===== src/rtl/lpt_pkg.sv =====
// ----------------------------------------------------------------------------
// Landing pad tracker package
// Shared types, codes and constants of the tracker's lanes, merge stage and
// top level.
// ----------------------------------------------------------------------------
package lpt_pkg;

   // Item operation codes.
   localparam logic [1:0] OP_VISION   = 2'd0;
   localparam logic [1:0] OP_POSITION = 2'd1;
   localparam logic [1:0] OP_TICK     = 2'd2;
   localparam logic [1:0] OP_START    = 2'd3;

   // Command modes.
   localparam logic [1:0] MODE_MOVE   = 2'd0;
   localparam logic [1:0] MODE_HOLD   = 2'd1;
   localparam logic [1:0] MODE_DISARM = 2'd2;

   // Register indexes on the configuration port.
   localparam int CSR_INDEX_W = 3;
   localparam int CSR_ADDR_W  = 5;
   localparam logic [CSR_INDEX_W-1:0] REG_DETECT_THRESHOLD   = 3'd0;
   localparam logic [CSR_INDEX_W-1:0] REG_DISTANCE_THRESHOLD = 3'd1;
   localparam logic [CSR_INDEX_W-1:0] REG_PAD_HEIGHT         = 3'd2;
   localparam logic [CSR_INDEX_W-1:0] REG_GAIN_EAST          = 3'd3;
   localparam logic [CSR_INDEX_W-1:0] REG_GAIN_NORTH         = 3'd4;
   localparam logic [CSR_INDEX_W-1:0] REG_GAIN_UP            = 3'd5;
   localparam logic [CSR_INDEX_W-1:0] REG_MOVING_TARGET      = 3'd6;

   // Axis numbering of the lanes.
   localparam int AXES       = 3;
   localparam int AXIS_EAST  = 0;
   localparam int AXIS_NORTH = 1;
   localparam int AXIS_UP    = 2;

   // Q16.16 constants.
   localparam logic signed [31:0] LOW_HEIGHT_Q = 32'sd19661;   // 0.3 m
   localparam logic signed [32:0] BIAS_Q       = 33'sd6554;    // 0.1 m

   // Step arithmetic: step = floor((p + 655360) / 1310720), 1310720 = 5 * 2^18.
   localparam int PROD_W      = 55;
   localparam int STEP_SHIFT  = 18;
   localparam int DIV_W       = 40;
   localparam int DIV_DIGITS  = DIV_W / 4;
   localparam int DIV_CNT_W   = 4;
   localparam logic signed [PROD_W-1:0] HALF_STEP  = 55'sd655360;
   localparam logic signed [PROD_W-1:0] FEED_ROUND = 55'sd4295622656;  // 2^32 + 655360
   localparam logic [DIV_W-1:0]         DIV_BIAS   = 40'd171798691840; // 5 * 2^35
   localparam logic signed [37:0]       QUO_OFFSET = 38'sd34359738368;  // 2^35

   typedef logic signed [31:0] coord_type;

   // Phase strobes from the sequencer to the lanes and the merge stage.
   typedef struct packed {
      logic prep;
      logic mul;
      logic rnd;
      logic load;
      logic shift;
      logic fin;
   } lane_ctl_type;

   typedef struct packed {
      logic [3:0] digit;
      logic [2:0] rem;
   } div5_type;

   // One radix-16 digit of a long division by five.
   function automatic div5_type div5_digit(input logic [6:0] value);
      div5_type   res;
      logic [6:0] acc;
      acc = value;
      for (int k = 3; k >= 0; k--) begin
         if (acc >= (7'd5 << k)) begin
            acc          = acc - (7'd5 << k);
            res.digit[k] = 1'b1;
         end else begin
            res.digit[k] = 1'b0;
         end
      end
      res.rem = acc[2:0];
      return res;
   endfunction

endpackage


===== src/rtl/lpt_merge.sv =====
// ----------------------------------------------------------------------------
// Landing pad tracker merge stage
// Combines the lanes' squares into the distance test and picks the mode.
// ----------------------------------------------------------------------------
module lpt_merge (
   input  logic                  clock,
   input  lpt_pkg::lane_ctl_type ctl,
   input  logic [63:0]           sq_east,
   input  logic [63:0]           sq_north,
   input  logic [63:0]           sq_up,
   input  logic [30:0]           threshold,
   input  lpt_pkg::coord_type    up_offset,
   input  logic                  pad_seen,
   output logic [1:0]            mode
);

   logic [61:0] t2_ff, t2_in;
   logic [63:0] sum_ff, sum_in;
   logic [1:0]  mode_ff, mode_in;
   logic        near, low;

   assign t2_in  = 62'(threshold) * 62'(threshold);
   assign sum_in = sq_east + sq_north + sq_up;

   // The sum of three squares stays below 2^64, so the compare is exact.
   assign near = sum_ff < {2'b00, t2_ff};
   assign low  = (up_offset < lpt_pkg::LOW_HEIGHT_Q) && (up_offset > -lpt_pkg::LOW_HEIGHT_Q);

   always_comb begin
      if (near) begin
         mode_in = lpt_pkg::MODE_DISARM;
      end else if (!pad_seen) begin
         mode_in = lpt_pkg::MODE_HOLD;
      end else if (low) begin
         mode_in = lpt_pkg::MODE_DISARM;
      end else begin
         mode_in = lpt_pkg::MODE_MOVE;
      end
   end

   always_ff @(posedge clock) begin
      if (ctl.mul) begin
         t2_ff <= t2_in;
      end
      if (ctl.rnd) begin
         sum_ff <= sum_in;
      end
      if (ctl.load) begin
         mode_ff <= mode_in;
      end
   end

   assign mode = mode_ff;

endmodule


===== config.mk =====
export PLATFORM = sky130hd
export DESIGN_NAME = lpt_merge
export DESIGN_NICKNAME = d
export VERILOG_FILES = /design/src/rtl/lpt_pkg.sv /design/src/rtl/lpt_merge.sv
export SDC_FILE = /design/constraint.sdc
export NUM_CORES = 2
export LEC_CHECK = 0
export ABC_AREA = 1
export BUFFER_PORTS_ARGS = -buffer_cell sky130_fd_sc_hd__buf_2
export CAP_MARGIN = 20
export CELL_PAD_IN_SITES_DETAIL_PLACEMENT = 0
export CELL_PAD_IN_SITES_GLOBAL_PLACEMENT = 2
export CORE_AREA = 2 2 401 284
export DETAILED_ROUTE_END_ITERATION = 10
export DIE_AREA = 0 0 403 286
export GPL_TIMING_DRIVEN = 0
export PLACE_DENSITY = 0.86
export SETUP_SLACK_MARGIN = 0.05
export SLEW_MARGIN = 5
export SYNTH_ARGS = -nofsm -noshare
export SYNTH_HDL_FRONTEND = slang
export SYNTH_SLANG_ARGS = --single-unit

===== constraint.sdc =====
create_clock -name clock -period 7.8 [get_ports clock]
set_input_delay 0.39 -clock clock [delete_from_list [all_inputs] [get_ports clock]]
set_output_delay 0.39 -clock clock [all_outputs]
set_load 0.01 [all_outputs]

==> out/summary.txt <==
================================================================================
Initial core utilization ..........................................       37.63%
Number of nets with antenna violations after routing ..............            0
Synthesized net count .............................................         6897
I/O pin count .....................................................          265
DPL Wire Length ...................................................     123.6 mm
Final setup violation count .......................................            0
Clock sink total ..................................................          127
Max-cap violations ................................................            0
Setup repair after global routing missed its margin ...............           no
Largest net degree at the start of global routing .................           43
Ratio of final minimum period to clock period .....................       98.15%
Summed negative setup slack over all endpoints ....................         0 ps
Final-stage net count .............................................         7199
Type of the most critical hold path ............................... input port to flip-flop
Input/output buffers ..............................................          260
Post-synth ARST share .............................................           0%
Drt drc ...........................................................            0
Via-per-instance ratio ............................................        4.679
Cell count after placement ........................................         7174
Setup Fix Bufs, Post-CTS ..........................................            0
Latest clock arrival within the worst-skew pair ...................       470 ps
DRT iter0 DRCs ....................................................         2751
Setup clock skew after layout .....................................     9.505 ps
Proportion of netlist area held by the largest area contributor ...       38.71%
Total of warnings raised by yosys .................................            0
Top cells by area, synth .......................................... sky130_fd_sc_hd__fa_1 39%, sky130_fd_sc_hd__inv_1 15%, sky130_fd_sc_hd__nand2_1 13%
Global route total overflow .......................................            0
Number of buffers on the longest clock path .......................            3
Cells after synthesis .............................................         5429
Final Hold Viols ..................................................            0
Die Span X ........................................................       403 µm
Max-slew headroom .................................................       15.70%
Crit path cell chain .............................................. buf_2 > clkbuf_1 > nand2_1 > inv_1 > fa_1 > fa_1 > inv_1 > fa_1 > fa_1 > inv_1 > fa_1 > fa_1 > fa_1 > ha_1 > ha_1 > nand2_1 > nor2_1 > inv_1 > nor2_1 > nand2_1 > nor3_2 > nand2_1 > nand3_1 > nand2_1
CTS Root Cell ..................................................... sky130_fd_sc_hd__clkbuf_16
Pre-Repair DR Iteration Count .....................................            5
Global Route Usage Sum ............................................       24.85%
Routed via count ..................................................        33710
Flop and latch count out of synthesis .............................          127
Number of unique standard cell types used by synthesis ............           40
H-tree depth ......................................................            4
Initial antenna violation count ...................................            2
Endpoint class of the critical path ...............................    flip-flop
Top cell types by occurrence after synthesis ...................... 1681 x sky130_fd_sc_hd__inv_1, 1486 x sky130_fd_sc_hd__nand2_1, 812 x sky130_fd_sc_hd__fa_1
Hold slack final ..................................................     129.8 ps
Core box area .....................................................   111600 µm²
Largest fanout of any net on the critical path ....................           10
Post-synthesis instance area ......................................    41990 µm²
Vias in the first global route ....................................        34710
Die area ..........................................................   115300 µm²
Crit path DAT .....................................................      7880 ps
Total inserted antenna cells ......................................            0
Most common cell on crit path ..................................... sky130_fd_sc_hd__fa_1
Least-Margin Pin Slew .............................................      1265 ps
Number of flops mapped to enable cells by yosys ...................          127
Avg WL per Cell ...................................................     19.39 µm
Final Critical Period .............................................      7656 ps
Clock tree from TritonCTS .........................................          yes
DP Area ...........................................................    45380 µm²
Mapped Avg Cell Area ..............................................    7.735 µm²
Layout overhead on the synthesized area ...........................       9.916%
Final weighted congestion of routability-driven global placement ..       0.9370
Primary FF master, synth .......................................... sky130_fd_sc_hd__edfxtp_1
Achievable Freq ...................................................   0.1306 GHz
CTS Buf Count .....................................................           25
Number of pins with negative max-slew slack in the final report ...            0
Floorplan die height ..............................................       286 µm
Most numerous cell in the Yosys netlist ........................... sky130_fd_sc_hd__inv_1
Fraction of final layout cells with drive strength greater than 1 .       8.143%
Design Area, Final ................................................    46160 µm²
Fraction of the yosys area taken by sequential cells ..............       9.082%
Global-route wire length before repair ............................     212.9 mm
Clock-pin slew on the worst setup and hold paths ..................        60 ps
Cell type with the highest aggregate area in the netlist .......... sky130_fd_sc_hd__fa_1
Critical Path Max Stage Delay .....................................       950 ps
Highest-delay cell along the critical path ........................ sky130_fd_sc_hd__clkbuf_1
Worst Setup Start Kind ............................................   input port
Setup Crit Path Kind .............................................. input port to flip-flop
Non-filler cells, final ...........................................         7205
Status ............................................................    completed
Aggregate routed wire length ......................................     139.7 mm
Data required time of the critical path ...........................      8020 ps
Placement row count ...............................................          103
================================================================================
[cell type report]
cell class,instances,area (µm²)
clock inverter,2,8.758
buffer,89,404.1
timing repair buffer,281,1624
multi-input combinational,3521,31500
tap,1470,1839
clock buffer,29,640.6
fill,11770,65450
inverter,1686,6329
sequential,127,3814
[registers in the layout, indices dropped and copies added (netlist names)]
register,count
t2_ff,61
mode,2
sum_ff,64
[metal layers]
metal  global-route usage, %  vias up  part of all wire (%)
li1                        -    16190                     -
met1                   39.05    16380                    50
met2                   35.39     1078                    40
met3                   5.747       65                   9.1
met4                   2.594        0                  0.94
met5                       0        -                     0
[cells in the final DEF, fill, tap and decap left out, types with 14 or more instances in the layout]
cell type / count
sky130_fd_sc_hd__nand2_2: 40
sky130_fd_sc_hd__a21oi_1: 150
sky130_fd_sc_hd__o21ai_0: 46
sky130_fd_sc_hd__clkbuf_1: 53
sky130_fd_sc_hd__buf_8: 14
sky130_fd_sc_hd__nor2_1: 203
sky130_fd_sc_hd__nand3_2: 18
sky130_fd_sc_hd__ha_1: 393
sky130_fd_sc_hd__xnor2_1: 14
sky130_fd_sc_hd__edfxtp_1: 127
sky130_fd_sc_hd__fa_1: 812
sky130_fd_sc_hd__nand3_1: 104
sky130_fd_sc_hd__nor3_1: 17
sky130_fd_sc_hd__clkbuf_16: 25
sky130_fd_sc_hd__buf_2: 266
sky130_fd_sc_hd__inv_1: 1681
sky130_fd_sc_hd__clkbuf_2: 24
sky130_fd_sc_hd__nand4_1: 26
sky130_fd_sc_hd__nor2_2: 33
sky130_fd_sc_hd__nand2_1: 1486
sky130_fd_sc_hd__xor2_1: 94
[critical path, delay by kind of cell]
family	cells	cell delay, ps
adders and majority gates	9	4190
buffers and inverters	6	1470
and+or+nand+nor	9	1810
[final timing paths]
kind,cells after the start,slack (ps),from,to
setup reg to reg,8,5590,t2_ff[47],mode[0]
hold reg to reg,6,1020,sum_ff[63],mode[0]
hold / removal,1,130,ctl[2],mode[1]
setup / recovery,24,140,threshold[26],t2_ff[55]
[what timing repair did]
action,CTS,global route
gates resized for setup,21,89
hold buffers,0,0
endpoints found under the hold margin,0,0
endpoints found under the setup margin,44,36
[cell families (layout without fill, tap and decap cells)]
| kind of cell | after synthesis | count (layout) | synth area share [%] |
|---|---|---|---|
| flip-flops | 127 | 127 | 9.082 |
| AO/OA/AOI/OAI | 232 | 232 | 2.932 |
| buffers and inverters | 1781 | 2087 | 15.92 |
| AND/OR/NAND/NOR | 1975 | 1975 | 19.36 |
| adder cells (fa/ha/maj) | 1205 | 1205 | 50.42 |
| XOR/XNOR | 108 | 108 | 2.253 |
| multiplexers | 1 | 1 | 0.02681 |
[stage by stage]
| stage | utilization [%] | worst slack, ps |
|---|---|---|
| after global routing | 41.36 | 51.13 |
| after global placement | 40.44 | -1191 |
| final | 41.36 | 144.4 |
| after floorplan | - | 1108 |
| after CTS | 41.26 | 53.03 |
| after detailed placement | 40.66 | -1276 |
Power is not shown: default switching activity piles up to over one toggle a cycle in this logic, so the estimate is an artifact.
